--- src/sv/mrir_pkg.sv ---
`default_nettype none
package mrir_pkg;

    localparam logic [1:0] K_TX     = 2'd0;
    localparam logic [1:0] K_VALUE  = 2'd1;
    localparam logic [1:0] K_STATUS = 2'd2;

    localparam logic [1:0] ST_OK       = 2'd0;
    localparam logic [1:0] ST_CRC      = 2'd1;
    localparam logic [1:0] ST_MISMATCH = 2'd2;

    localparam logic [1:0] CFG_SLAVE_ADDRESS  = 2'd0;
    localparam logic [1:0] CFG_FIRST_REGISTER = 2'd1;
    localparam logic [1:0] CFG_REGISTER_COUNT = 2'd2;

    localparam logic [7:0]  FUNC_READ_INPUT = 8'd4;
    localparam logic [15:0] CRC_INIT        = 16'hFFFF;
    localparam logic [15:0] CRC_POLY        = 16'hA001;

    typedef enum logic [1:0] {
        J_SEND = 2'd0,
        J_STAT = 2'd1,
        J_READ = 2'd2
    } t_job_kind;

    typedef struct packed {
        t_job_kind   kind;
        logic [1:0]  status;
        logic [7:0]  addr;
        logic [7:0]  func;
        logic [6:0]  cnt;
    } t_job;

    function automatic logic [15:0] crc_update(input logic [15:0] crc, input logic [7:0] b);
        logic [15:0] c;
        c = crc ^ {8'd0, b};
        for (int i = 0; i < 8; i++) begin
            c = c[0] ? ((c >> 1) ^ CRC_POLY) : (c >> 1);
        end
        return c;
    endfunction

endpackage
`default_nettype wire

--- src/sv/mrir_ram.sv ---
`default_nettype none
module mrir_ram #(
    parameter int WIDTH = 16,
    parameter int DEPTH = 32,
    parameter int AW    = (DEPTH > 1) ? $clog2(DEPTH) : 1
) (
    input  wire logic             i_clk,
    input  wire logic             i_we,
    input  wire logic [AW-1:0]    i_waddr,
    input  wire logic [WIDTH-1:0] i_wdata,
    input  wire logic [AW-1:0]    i_raddr,
    output logic      [WIDTH-1:0] o_rdata
);
    logic [WIDTH-1:0] r_mem [DEPTH];

    always_ff @(posedge i_clk) begin
        if (i_we) begin
            r_mem[i_waddr] <= i_wdata;
        end
        o_rdata <= r_mem[i_raddr];
    end
endmodule
`default_nettype wire

--- src/sv/mrir_queue.sv ---
`default_nettype none
module mrir_queue
    import mrir_pkg::*;
(
    input  wire logic i_clk,
    input  wire logic i_rst_n,
    input  wire logic i_push,
    input  t_job      i_job,
    output logic      o_full,
    input  wire logic i_pop,
    output t_job      o_job,
    output logic      o_empty
);
    t_job       r_ent [2];
    logic       r_wp, r_rp;
    logic [1:0] r_cnt;
    logic       do_push, do_pop;

    assign o_full  = (r_cnt == 2'd2);
    assign o_empty = (r_cnt == 2'd0);
    assign o_job   = r_ent[r_rp];
    assign do_push = i_push && !o_full;
    assign do_pop  = i_pop && !o_empty;

    always_ff @(posedge i_clk) begin
        if (!i_rst_n) begin
            r_wp  <= 1'b0;
            r_rp  <= 1'b0;
            r_cnt <= 2'd0;
        end else begin
            if (do_push) r_wp <= ~r_wp;
            if (do_pop)  r_rp <= ~r_rp;
            r_cnt <= r_cnt + {1'b0, do_push} - {1'b0, do_pop};
        end
    end

    always_ff @(posedge i_clk) begin
        if (do_push) begin
            r_ent[r_wp] <= i_job;
        end
    end
endmodule
`default_nettype wire

--- src/sv/mrir_front.sv ---
`default_nettype none
module mrir_front
    import mrir_pkg::*;
#(
    parameter int MAX_REGS = 32,
    parameter int AW       = (MAX_REGS > 1) ? $clog2(MAX_REGS) : 1
) (
    input  wire logic          i_clk,
    input  wire logic          i_rst_n,
    input  wire logic          i_push,
    output logic               o_full,
    input  wire logic          i_command,
    input  wire logic [7:0]    i_rx_byte,
    input  wire logic          i_frame_start,
    input  wire logic [7:0]    i_slave_address,
    input  wire logic [5:0]    i_register_count,
    input  wire logic          i_unlock,
    output logic               o_q_push,
    output t_job               o_q_job,
    input  wire logic          i_q_full,
    output logic               o_ram_we,
    output logic [AW-1:0]      o_ram_waddr,
    output logic [15:0]        o_ram_wdata
);
    typedef enum logic [6:0] {
        P_ADDR  = 7'b0000001,
        P_FUNC  = 7'b0000010,
        P_COUNT = 7'b0000100,
        P_DATA  = 7'b0001000,
        P_CRCLO = 7'b0010000,
        P_CRCHI = 7'b0100000,
        P_DONE  = 7'b1000000
    } t_phase;

    t_phase      r_phase, n_phase, ph;
    logic [15:0] r_crc, n_crc, crc_cur, crc_byte;
    logic [7:0]  r_pos, n_pos, pos_cur, pos_inc;
    logic [7:0]  r_total, n_total;
    logic [7:0]  r_addr, n_addr, r_func, n_func;
    logic [7:0]  r_high, n_high, r_crclo, n_crclo;
    logic        r_lock, n_lock;
    logic        accept, rx;
    logic [6:0]  idx;
    logic [15:0] got;
    logic        ok;

    assign o_full  = i_q_full || r_lock;
    assign accept  = i_push && !o_full;
    assign rx      = accept && i_command;

    assign ph       = i_frame_start ? P_ADDR : r_phase;
    assign crc_cur  = i_frame_start ? CRC_INIT : r_crc;
    assign pos_cur  = i_frame_start ? 8'd0 : r_pos;
    assign crc_byte = crc_update(crc_cur, i_rx_byte);
    assign pos_inc  = pos_cur + 8'd1;
    assign idx      = pos_cur[7:1];
    assign got      = {i_rx_byte, r_crclo};
    assign ok = (r_addr == i_slave_address) && (r_func == FUNC_READ_INPUT) &&
                ({1'b0, r_total} == {2'b0, i_register_count, 1'b0}) &&
                ({1'b0, r_total} <= 9'(2 * MAX_REGS));

    assign o_ram_waddr = idx[AW-1:0];
    assign o_ram_wdata = {r_high, i_rx_byte};

    always_comb begin
        n_phase  = r_phase;
        n_crc    = r_crc;
        n_pos    = r_pos;
        n_total  = r_total;
        n_addr   = r_addr;
        n_func   = r_func;
        n_high   = r_high;
        n_crclo  = r_crclo;
        n_lock   = r_lock && !i_unlock;
        o_q_push = 1'b0;
        o_ram_we = 1'b0;
        o_q_job  = '{kind: J_SEND, status: ST_OK, addr: r_addr, func: r_func,
                     cnt: r_total[7:1]};
        if (accept && !i_command) begin
            o_q_push = 1'b1;
        end else if (rx) begin
            n_phase = ph;
            n_crc   = crc_cur;
            n_pos   = pos_cur;
            case (ph)
                P_ADDR: begin
                    n_addr  = i_rx_byte;
                    n_crc   = crc_byte;
                    n_phase = P_FUNC;
                end
                P_FUNC: begin
                    n_func  = i_rx_byte;
                    n_crc   = crc_byte;
                    n_phase = P_COUNT;
                end
                P_COUNT: begin
                    n_total = i_rx_byte;
                    n_pos   = 8'd0;
                    n_crc   = crc_byte;
                    n_phase = (i_rx_byte == 8'd0) ? P_CRCLO : P_DATA;
                end
                P_DATA: begin
                    n_crc = crc_byte;
                    if (!pos_cur[0]) begin
                        n_high = i_rx_byte;
                    end else if (idx < 7'(MAX_REGS)) begin
                        o_ram_we = 1'b1;
                    end
                    n_pos = pos_inc;
                    if (pos_inc == r_total) n_phase = P_CRCLO;
                end
                P_CRCLO: begin
                    n_crclo = i_rx_byte;
                    n_phase = P_CRCHI;
                end
                P_CRCHI: begin
                    n_phase  = P_DONE;
                    o_q_push = 1'b1;
                    if (got != r_crc) begin
                        o_q_job.kind   = J_STAT;
                        o_q_job.status = ST_CRC;
                    end else if (!ok) begin
                        o_q_job.kind   = J_STAT;
                        o_q_job.status = ST_MISMATCH;
                    end else begin
                        o_q_job.kind = J_READ;
                        n_lock       = 1'b1;
                    end
                end
                default: ;
            endcase
        end
    end

    always_ff @(posedge i_clk) begin
        if (!i_rst_n) begin
            r_phase <= P_ADDR;
            r_crc   <= CRC_INIT;
            r_pos   <= 8'd0;
            r_total <= 8'd0;
            r_addr  <= 8'd0;
            r_func  <= 8'd0;
            r_high  <= 8'd0;
            r_crclo <= 8'd0;
            r_lock  <= 1'b0;
        end else begin
            r_phase <= n_phase;
            r_crc   <= n_crc;
            r_pos   <= n_pos;
            r_total <= n_total;
            r_addr  <= n_addr;
            r_func  <= n_func;
            r_high  <= n_high;
            r_crclo <= n_crclo;
            r_lock  <= n_lock;
        end
    end
endmodule
`default_nettype wire

--- src/sv/mrir_back.sv ---
`default_nettype none
module mrir_back
    import mrir_pkg::*;
#(
    parameter int MAX_REGS = 32,
    parameter int AW       = (MAX_REGS > 1) ? $clog2(MAX_REGS) : 1
) (
    input  wire logic          i_clk,
    input  wire logic          i_rst_n,
    input  wire logic [7:0]    i_slave_address,
    input  wire logic [15:0]   i_first_register,
    input  wire logic [5:0]    i_register_count,
    input  t_job               i_q_job,
    input  wire logic          i_q_empty,
    output logic               o_q_pop,
    output logic               o_unlock,
    output logic [AW-1:0]      o_ram_raddr,
    input  wire logic [15:0]   i_ram_rdata,
    output logic               o_empty,
    input  wire logic          i_pop,
    output logic [1:0]         o_kind,
    output logic [7:0]         o_tx_byte,
    output logic [7:0]         o_resp_address,
    output logic [15:0]        o_register_number,
    output logic [15:0]        o_register_value,
    output logic [1:0]         o_status,
    output logic [7:0]         o_resp_function,
    output logic               o_last
);
    typedef enum logic [4:0] {
        B_IDLE  = 5'b00001,
        B_SEND  = 5'b00010,
        B_RWAIT = 5'b00100,
        B_ROUT  = 5'b01000,
        B_STAT  = 5'b10000
    } t_bstate;

    t_bstate     r_state;
    t_job        r_job;
    logic [6:0]  r_idx;
    logic [15:0] r_crc;
    logic        r_valid;
    logic        out_free;
    logic        out_load;
    logic [7:0]  tx;

    assign o_empty     = !r_valid;
    assign out_free    = !r_valid || i_pop;
    assign out_load    = out_free &&
                         (r_state == B_SEND || r_state == B_ROUT || r_state == B_STAT);
    assign o_q_pop     = (r_state == B_IDLE) && !i_q_empty;
    assign o_ram_raddr = r_idx[AW-1:0];
    assign o_unlock    = (r_state == B_STAT) && out_free && (r_job.kind == J_READ);

    always_comb begin
        case (r_idx[2:0])
            3'd0:    tx = i_slave_address;
            3'd1:    tx = FUNC_READ_INPUT;
            3'd2:    tx = i_first_register[15:8];
            3'd3:    tx = i_first_register[7:0];
            3'd4:    tx = 8'd0;
            3'd5:    tx = {2'b0, i_register_count};
            3'd6:    tx = r_crc[7:0];
            default: tx = r_crc[15:8];
        endcase
    end

    always_ff @(posedge i_clk) begin
        if (!i_rst_n) begin
            r_state <= B_IDLE;
            r_valid <= 1'b0;
        end else begin
            r_valid <= out_load || (r_valid && !i_pop);
            case (r_state)
                B_IDLE: begin
                    if (!i_q_empty) begin
                        case (i_q_job.kind)
                            J_SEND:  r_state <= B_SEND;
                            J_READ:  r_state <= (i_q_job.cnt == 7'd0) ? B_STAT : B_RWAIT;
                            default: r_state <= B_STAT;
                        endcase
                    end
                end
                B_SEND: begin
                    if (out_free) begin
                        if (r_idx[2:0] == 3'd7) r_state <= B_IDLE;
                    end
                end
                B_RWAIT: r_state <= B_ROUT;
                B_ROUT: begin
                    if (out_free) begin
                        r_state <= (r_idx + 7'd1 == r_job.cnt) ? B_STAT : B_RWAIT;
                    end
                end
                B_STAT: begin
                    if (out_free) begin
                        r_state <= B_IDLE;
                    end
                end
                default: r_state <= B_IDLE;
            endcase
        end
    end

    // payload and job registers
    always_ff @(posedge i_clk) begin
        case (r_state)
            B_IDLE: begin
                r_job <= i_q_job;
                r_idx <= 7'd0;
                r_crc <= CRC_INIT;
            end
            B_SEND: begin
                if (out_free) begin
                    o_kind            <= K_TX;
                    o_tx_byte         <= tx;
                    o_resp_address    <= 8'd0;
                    o_register_number <= 16'd0;
                    o_register_value  <= 16'd0;
                    o_status          <= ST_OK;
                    o_resp_function   <= 8'd0;
                    o_last            <= (r_idx[2:0] == 3'd7);
                    r_idx             <= r_idx + 7'd1;
                    if (r_idx[2:0] < 3'd6) r_crc <= crc_update(r_crc, tx);
                end
            end
            B_ROUT: begin
                if (out_free) begin
                    o_kind            <= K_VALUE;
                    o_tx_byte         <= 8'd0;
                    o_resp_address    <= r_job.addr;
                    o_register_number <= i_first_register + {9'd0, r_idx};
                    o_register_value  <= i_ram_rdata;
                    o_status          <= ST_OK;
                    o_resp_function   <= r_job.func;
                    o_last            <= 1'b0;
                    r_idx             <= r_idx + 7'd1;
                end
            end
            B_STAT: begin
                if (out_free) begin
                    o_kind            <= K_STATUS;
                    o_tx_byte         <= 8'd0;
                    o_resp_address    <= r_job.addr;
                    o_register_number <= 16'd0;
                    o_register_value  <= 16'd0;
                    o_status          <= r_job.status;
                    o_resp_function   <= r_job.func;
                    o_last            <= 1'b1;
                end
            end
            default: ;
        endcase
    end
endmodule
`default_nettype wire

--- src/sv/modbus_read_input_regs_master.sv ---
// channel   direction  handshake        payload
// input     in         i_push / o_full  i_command, i_rx_byte, i_frame_start
// result    out        o_empty / i_pop  o_kind .. o_last (one register stage)
// config    in         i_cfg_wr_en      i_cfg_index, i_cfg_data
//
// Response bytes are taken one per cycle while input does not stall; each byte's CRC update is done as it is taken.
// A request yields 8 transmit results, one per cycle from the back end's sequencer while the output is not stalled.
// A good response is read out of the value buffer value by value (states B_RWAIT, B_ROUT), plus status.
// Input stalls while the job queue is full or a buffer readout is still pending.
// Reset (synchronous, active low) clears control state; the buffer is not cleared.
`default_nettype none
module modbus_read_input_regs_master
    import mrir_pkg::*;
#(
    parameter int MAX_REGS = 32
) (
    input  wire logic        i_clk,
    input  wire logic        i_rst_n,
    input  wire logic        i_push,
    output logic             o_full,
    input  wire logic        i_command,
    input  wire logic [7:0]  i_rx_byte,
    input  wire logic        i_frame_start,
    output logic             o_empty,
    input  wire logic        i_pop,
    output logic [1:0]       o_kind,
    output logic [7:0]       o_tx_byte,
    output logic [7:0]       o_resp_address,
    output logic [15:0]      o_register_number,
    output logic [15:0]      o_register_value,
    output logic [1:0]       o_status,
    output logic [7:0]       o_resp_function,
    output logic             o_last,
    input  wire logic        i_cfg_wr_en,
    input  wire logic [1:0]  i_cfg_index,
    input  wire logic [15:0] i_cfg_data
);
    localparam int AW = (MAX_REGS > 1) ? $clog2(MAX_REGS) : 1;

    logic [7:0]  r_slave_address;
    logic [15:0] r_first_register;
    logic [5:0]  r_register_count;

    always_ff @(posedge i_clk) begin
        if (!i_rst_n) begin
            r_slave_address  <= 8'd1;
            r_first_register <= 16'd0;
            r_register_count <= 6'd1;
        end else if (i_cfg_wr_en) begin
            case (i_cfg_index)
                CFG_SLAVE_ADDRESS:  r_slave_address  <= i_cfg_data[7:0];
                CFG_FIRST_REGISTER: r_first_register <= i_cfg_data;
                CFG_REGISTER_COUNT: r_register_count <= i_cfg_data[5:0];
                default: ;
            endcase
        end
    end

    logic          q_push, q_full, q_pop, q_empty, unlock;
    t_job          q_in, q_out;
    logic          ram_we;
    logic [AW-1:0] ram_waddr, ram_raddr;
    logic [15:0]   ram_wdata, ram_rdata;

    mrir_front #(.MAX_REGS(MAX_REGS)) u_front (
        .i_clk, .i_rst_n, .i_push, .o_full, .i_command, .i_rx_byte, .i_frame_start,
        .i_slave_address (r_slave_address),
        .i_register_count(r_register_count),
        .i_unlock        (unlock),
        .o_q_push        (q_push),
        .o_q_job         (q_in),
        .i_q_full        (q_full),
        .o_ram_we        (ram_we),
        .o_ram_waddr     (ram_waddr),
        .o_ram_wdata     (ram_wdata)
    );

    mrir_queue u_queue (
        .i_clk, .i_rst_n,
        .i_push (q_push),
        .i_job  (q_in),
        .o_full (q_full),
        .i_pop  (q_pop),
        .o_job  (q_out),
        .o_empty(q_empty)
    );

    mrir_ram #(.WIDTH(16), .DEPTH(MAX_REGS), .AW(AW)) u_buf (
        .i_clk,
        .i_we   (ram_we),
        .i_waddr(ram_waddr),
        .i_wdata(ram_wdata),
        .i_raddr(ram_raddr),
        .o_rdata(ram_rdata)
    );

    mrir_back #(.MAX_REGS(MAX_REGS)) u_back (
        .i_clk, .i_rst_n,
        .i_slave_address (r_slave_address),
        .i_first_register(r_first_register),
        .i_register_count(r_register_count),
        .i_q_job         (q_out),
        .i_q_empty       (q_empty),
        .o_q_pop         (q_pop),
        .o_unlock        (unlock),
        .o_ram_raddr     (ram_raddr),
        .i_ram_rdata     (ram_rdata),
        .o_empty, .i_pop, .o_kind, .o_tx_byte, .o_resp_address, .o_register_number,
        .o_register_value, .o_status, .o_resp_function, .o_last
    );
endmodule
`default_nettype wire

--- config.mk ---
export PLATFORM = sky130hd
export DESIGN_NAME = modbus_read_input_regs_master
export DESIGN_NICKNAME = d
export VERILOG_FILES = /design/src/sv/mrir_pkg.sv /design/src/sv/mrir_ram.sv /design/src/sv/mrir_queue.sv /design/src/sv/mrir_front.sv /design/src/sv/mrir_back.sv /design/src/sv/modbus_read_input_regs_master.sv
export SDC_FILE = /design/constraint.sdc
export NUM_CORES = 1
export LEC_CHECK = 0
export ABC_AREA = 1
export BUFFER_PORTS_ARGS = -buffer_cell sky130_fd_sc_hd__buf_4
export CAP_MARGIN = 25
export CORE_MARGIN = 4
export CORE_UTILIZATION = 56
export DETAILED_ROUTE_END_ITERATION = 8
export PLACE_DENSITY = 0.84
export SETUP_SLACK_MARGIN = 0.02
export SLEW_MARGIN = 20
export SYNTH_ARGS = -nofsm -noshare
export SYNTH_HDL_FRONTEND = slang
export SYNTH_SLANG_ARGS = --single-unit
--- constraint.sdc ---
create_clock -name i_clk -period 9.7 [get_ports i_clk]
set_input_delay 0.97 -clock i_clk [delete_from_list [all_inputs] [get_ports i_clk]]
set_output_delay 0.97 -clock i_clk [all_outputs]
set_load 0.02 [all_outputs]
==> metrics.yaml <==
synth_edf_count: 677
cts_buffers: 79
diodes: 0
place_area_um2: 34600
ys_top_cells_by_count: "edfxtp_1 (677), nor2_1 (522), o21ai_0 (437), nand2_1 (251), inv_1 (177)"
pin_count: 96
drc: 0
synth_top_area_cell: "edfxtp_1"
clock_sinks: 806
drtIter0Drc: 3422
leakagePower_uw: 0.0134
cp_data_arrival_time_ns: 4.53
worstMarginPinSlew_ns: 0.973
routedWlPerCell_um: 22.8
grt_pass1_wl_um: 132000
ys_ff_latch: 806
end_kind: "flop"
rows: 88
fin_total_pwr_uw: 9680
track_usage_pct: 26.9
die_w_um: 251
vias: 23600
post-synth-top-count-cell: "edfxtp_1"
rsz0062_at_grt: "no"
place_ws_ns: 5.14
ys_types: 61
ant_nets: 0
grt_pass1_vias: 22800
skew_ns: 0.0329
fill_cells: 4131
die_area_um2: 63200
clkTransAtPathRegs_ns: 0.06
drive_gt1_share_pct: 11.3
fin_nets: 3043
antenna_found_initial: 1
hold_path.class: "reg -> reg"
syn_area_um2: 33200
critPathKind: "reg -> reg"
area_growth_pct: 12.3
syn_nets: 2972
syn_avg_cell_area_um2: 11.3
place_hpwl_um: 53400
dr.pass1.iters: 6
clockBufferDepth: 3
netlist_instances: 2922
ys_warn_count: 0
whs_ns: 0.473
vdd.ir_drop.worst_uv: 161
setup_viol: 0
start_util_pct: 57.0
synth-seq-area-share_pct: 69.1
drv_slew: 0
outcome: "complete, no violations"
routed_wl_um: 87200
start_kind: "flop"
cts_tree: "built"
synthArstFlopShare_pct: 0
ff_latch_area_um2: 22900
synth-main-ff-cell: "edfxtp_1"
fin_area_um2: 37300
htree_levels: 3
relSlewSlack_pct: 35.1
fin_crit_sh_pct: 43.1
overflow: 0
routabilityCongestion: 0.973
grt_max_degree: 103
setup_ws_ns: 5.52
max_clock_freq_ghz: 0.239
synth_top_area_share_pct: 61.3
final.min_clock_period_ns: 4.18
postCtsHoldBufs: 0
cts_setup_buffers: 0
die_y_um: 251
yosys-top-cells-area: "edfxtp_1 (61%), dfxtp_1 (7.8%), o21ai_0 (6.6%)"
hold_viol_final: 0
crit_required_ns: 10.05
cap_violations: 0
port_buffers: 95
viasPerCell: 6.16
clock-root-buffer: "clkbuf_16"
power_density_nw_per_um2: 260
clk_latency_ns: 0.63
fp.coreArea_um2: 58100
multi_input_area_um2: 8950
fin_tns_setup_ns: 0
crit_fanout: 79
post_cts_resized: 0
[stage by stage]
step           util (%)  cells
6_report           64.1   3824
4_1_cts            64.1   3824
3_3_place_gp       59.4   3672
3_5_place_dp       59.6   3677
2_1_floorplan         -   2922
5_1_grt            64.1   3824
[where the power goes]
part           total (uW)  leakage [uW]  internal, uW  switching [uW]
Combinational        2560       0.00485           708            1850
Clock                3040       0.00127          1760            1280
Sequential           4080       0.00728          3990            95.2
[flip-flops by register name, summed over array words and instances (netlist names), 16 cells and up, named ones only]
signal                    cells
u_front.r_crc                16
u_buf.r_mem                 512
u_back.o_register_value      16
u_back.r_crc                 16
u_queue.r_ent                54
u_back.o_register_number     16
u_buf.o_rdata                16
u_back.r_job                 27
r_first_register             16
[worst max-delay path, stage by stage, from the launching register on]
cell	delay, ns
edfxtp_1	0.32
buf_4	0.41
buf_4	0.72
ha_1	0.40
nor2_1	0.09
nand3_2	0.26
inv_2	0.12
nand2_1	0.14
o21ai_2	0.09
nand2_1	0.07
nand2_2	0.08
nand2_1	0.11
nand3_2	0.11
nand3_1	0.16
nand3_2	0.12
nand2_2	0.08
nand2_1	0.10
nand3_1	0.15
nand3_1	0.12
nand3_1	0.09
nand3_1	0.06
[cells by family after synthesis]
| kind of cell | synth area share (%) |
|---|---|
| AOI/OAI and AO/OA | 12.5 |
| xor gates and xnor gates | 1.74 |
| adders and majority gates | 0.664 |
| buffers and inverters | 4.04 |
| DFF | 69.1 |
| muxes | 0.121 |
| and+or+nand+nor | 11.8 |
[area by class of cell]
cell class / instances / area share (%)
Inverter: 188 / 1.92
Clock inverter: 34 / 0.897
Clock buffer: 113 / 6.12
Sequential cell: 806 / 61.5
Multi-Input combinational cell: 1775 / 24.0
Timing Repair Buffer: 143 / 2.95
Tap cell: 765 / 2.57
[worst paths after layout]
check	depth (start not counted)	endpoint	startpoint	slack, ns
min	2	u_front.r_pos[0]	u_front.r_pos[0]	0.47
max reg2reg	20	u_back.r_crc[0]	u_back.r_idx[0]	5.52
max	20	u_back.r_crc[0]	u_back.r_idx[0]	5.52
min reg2reg	2	u_front.r_pos[0]	u_front.r_pos[0]	0.47
[cells in the final DEF (no fill, tap or decap), types with 12 or more instances in the layout]
cell type  count
nor2_1       509
xnor2_1       26
nand3_1       71
o22ai_1      157
clkinv_1      12
a21oi_1      110
buf_4        141
nand2_1      251
dfxtp_1      124
xor2_1        30
nor2_2        25
o21ai_0      437
clkinv_2      12
inv_1        175
clkbuf_1      20
ha_1          16
clkbuf_16     82
edfxtp_1     677
nand4_1       16
[routing by layer]
metal  GRT usage (%)  share of wire (%)  vias up
li1                -                  -    10500
met1            36.5                 38    11400
met5               0                  0        -
met4            9.68                3.5        0
met3            4.96                 10      238
met2            44.2                 48     1397
Power figures use the tool's default switching activity.
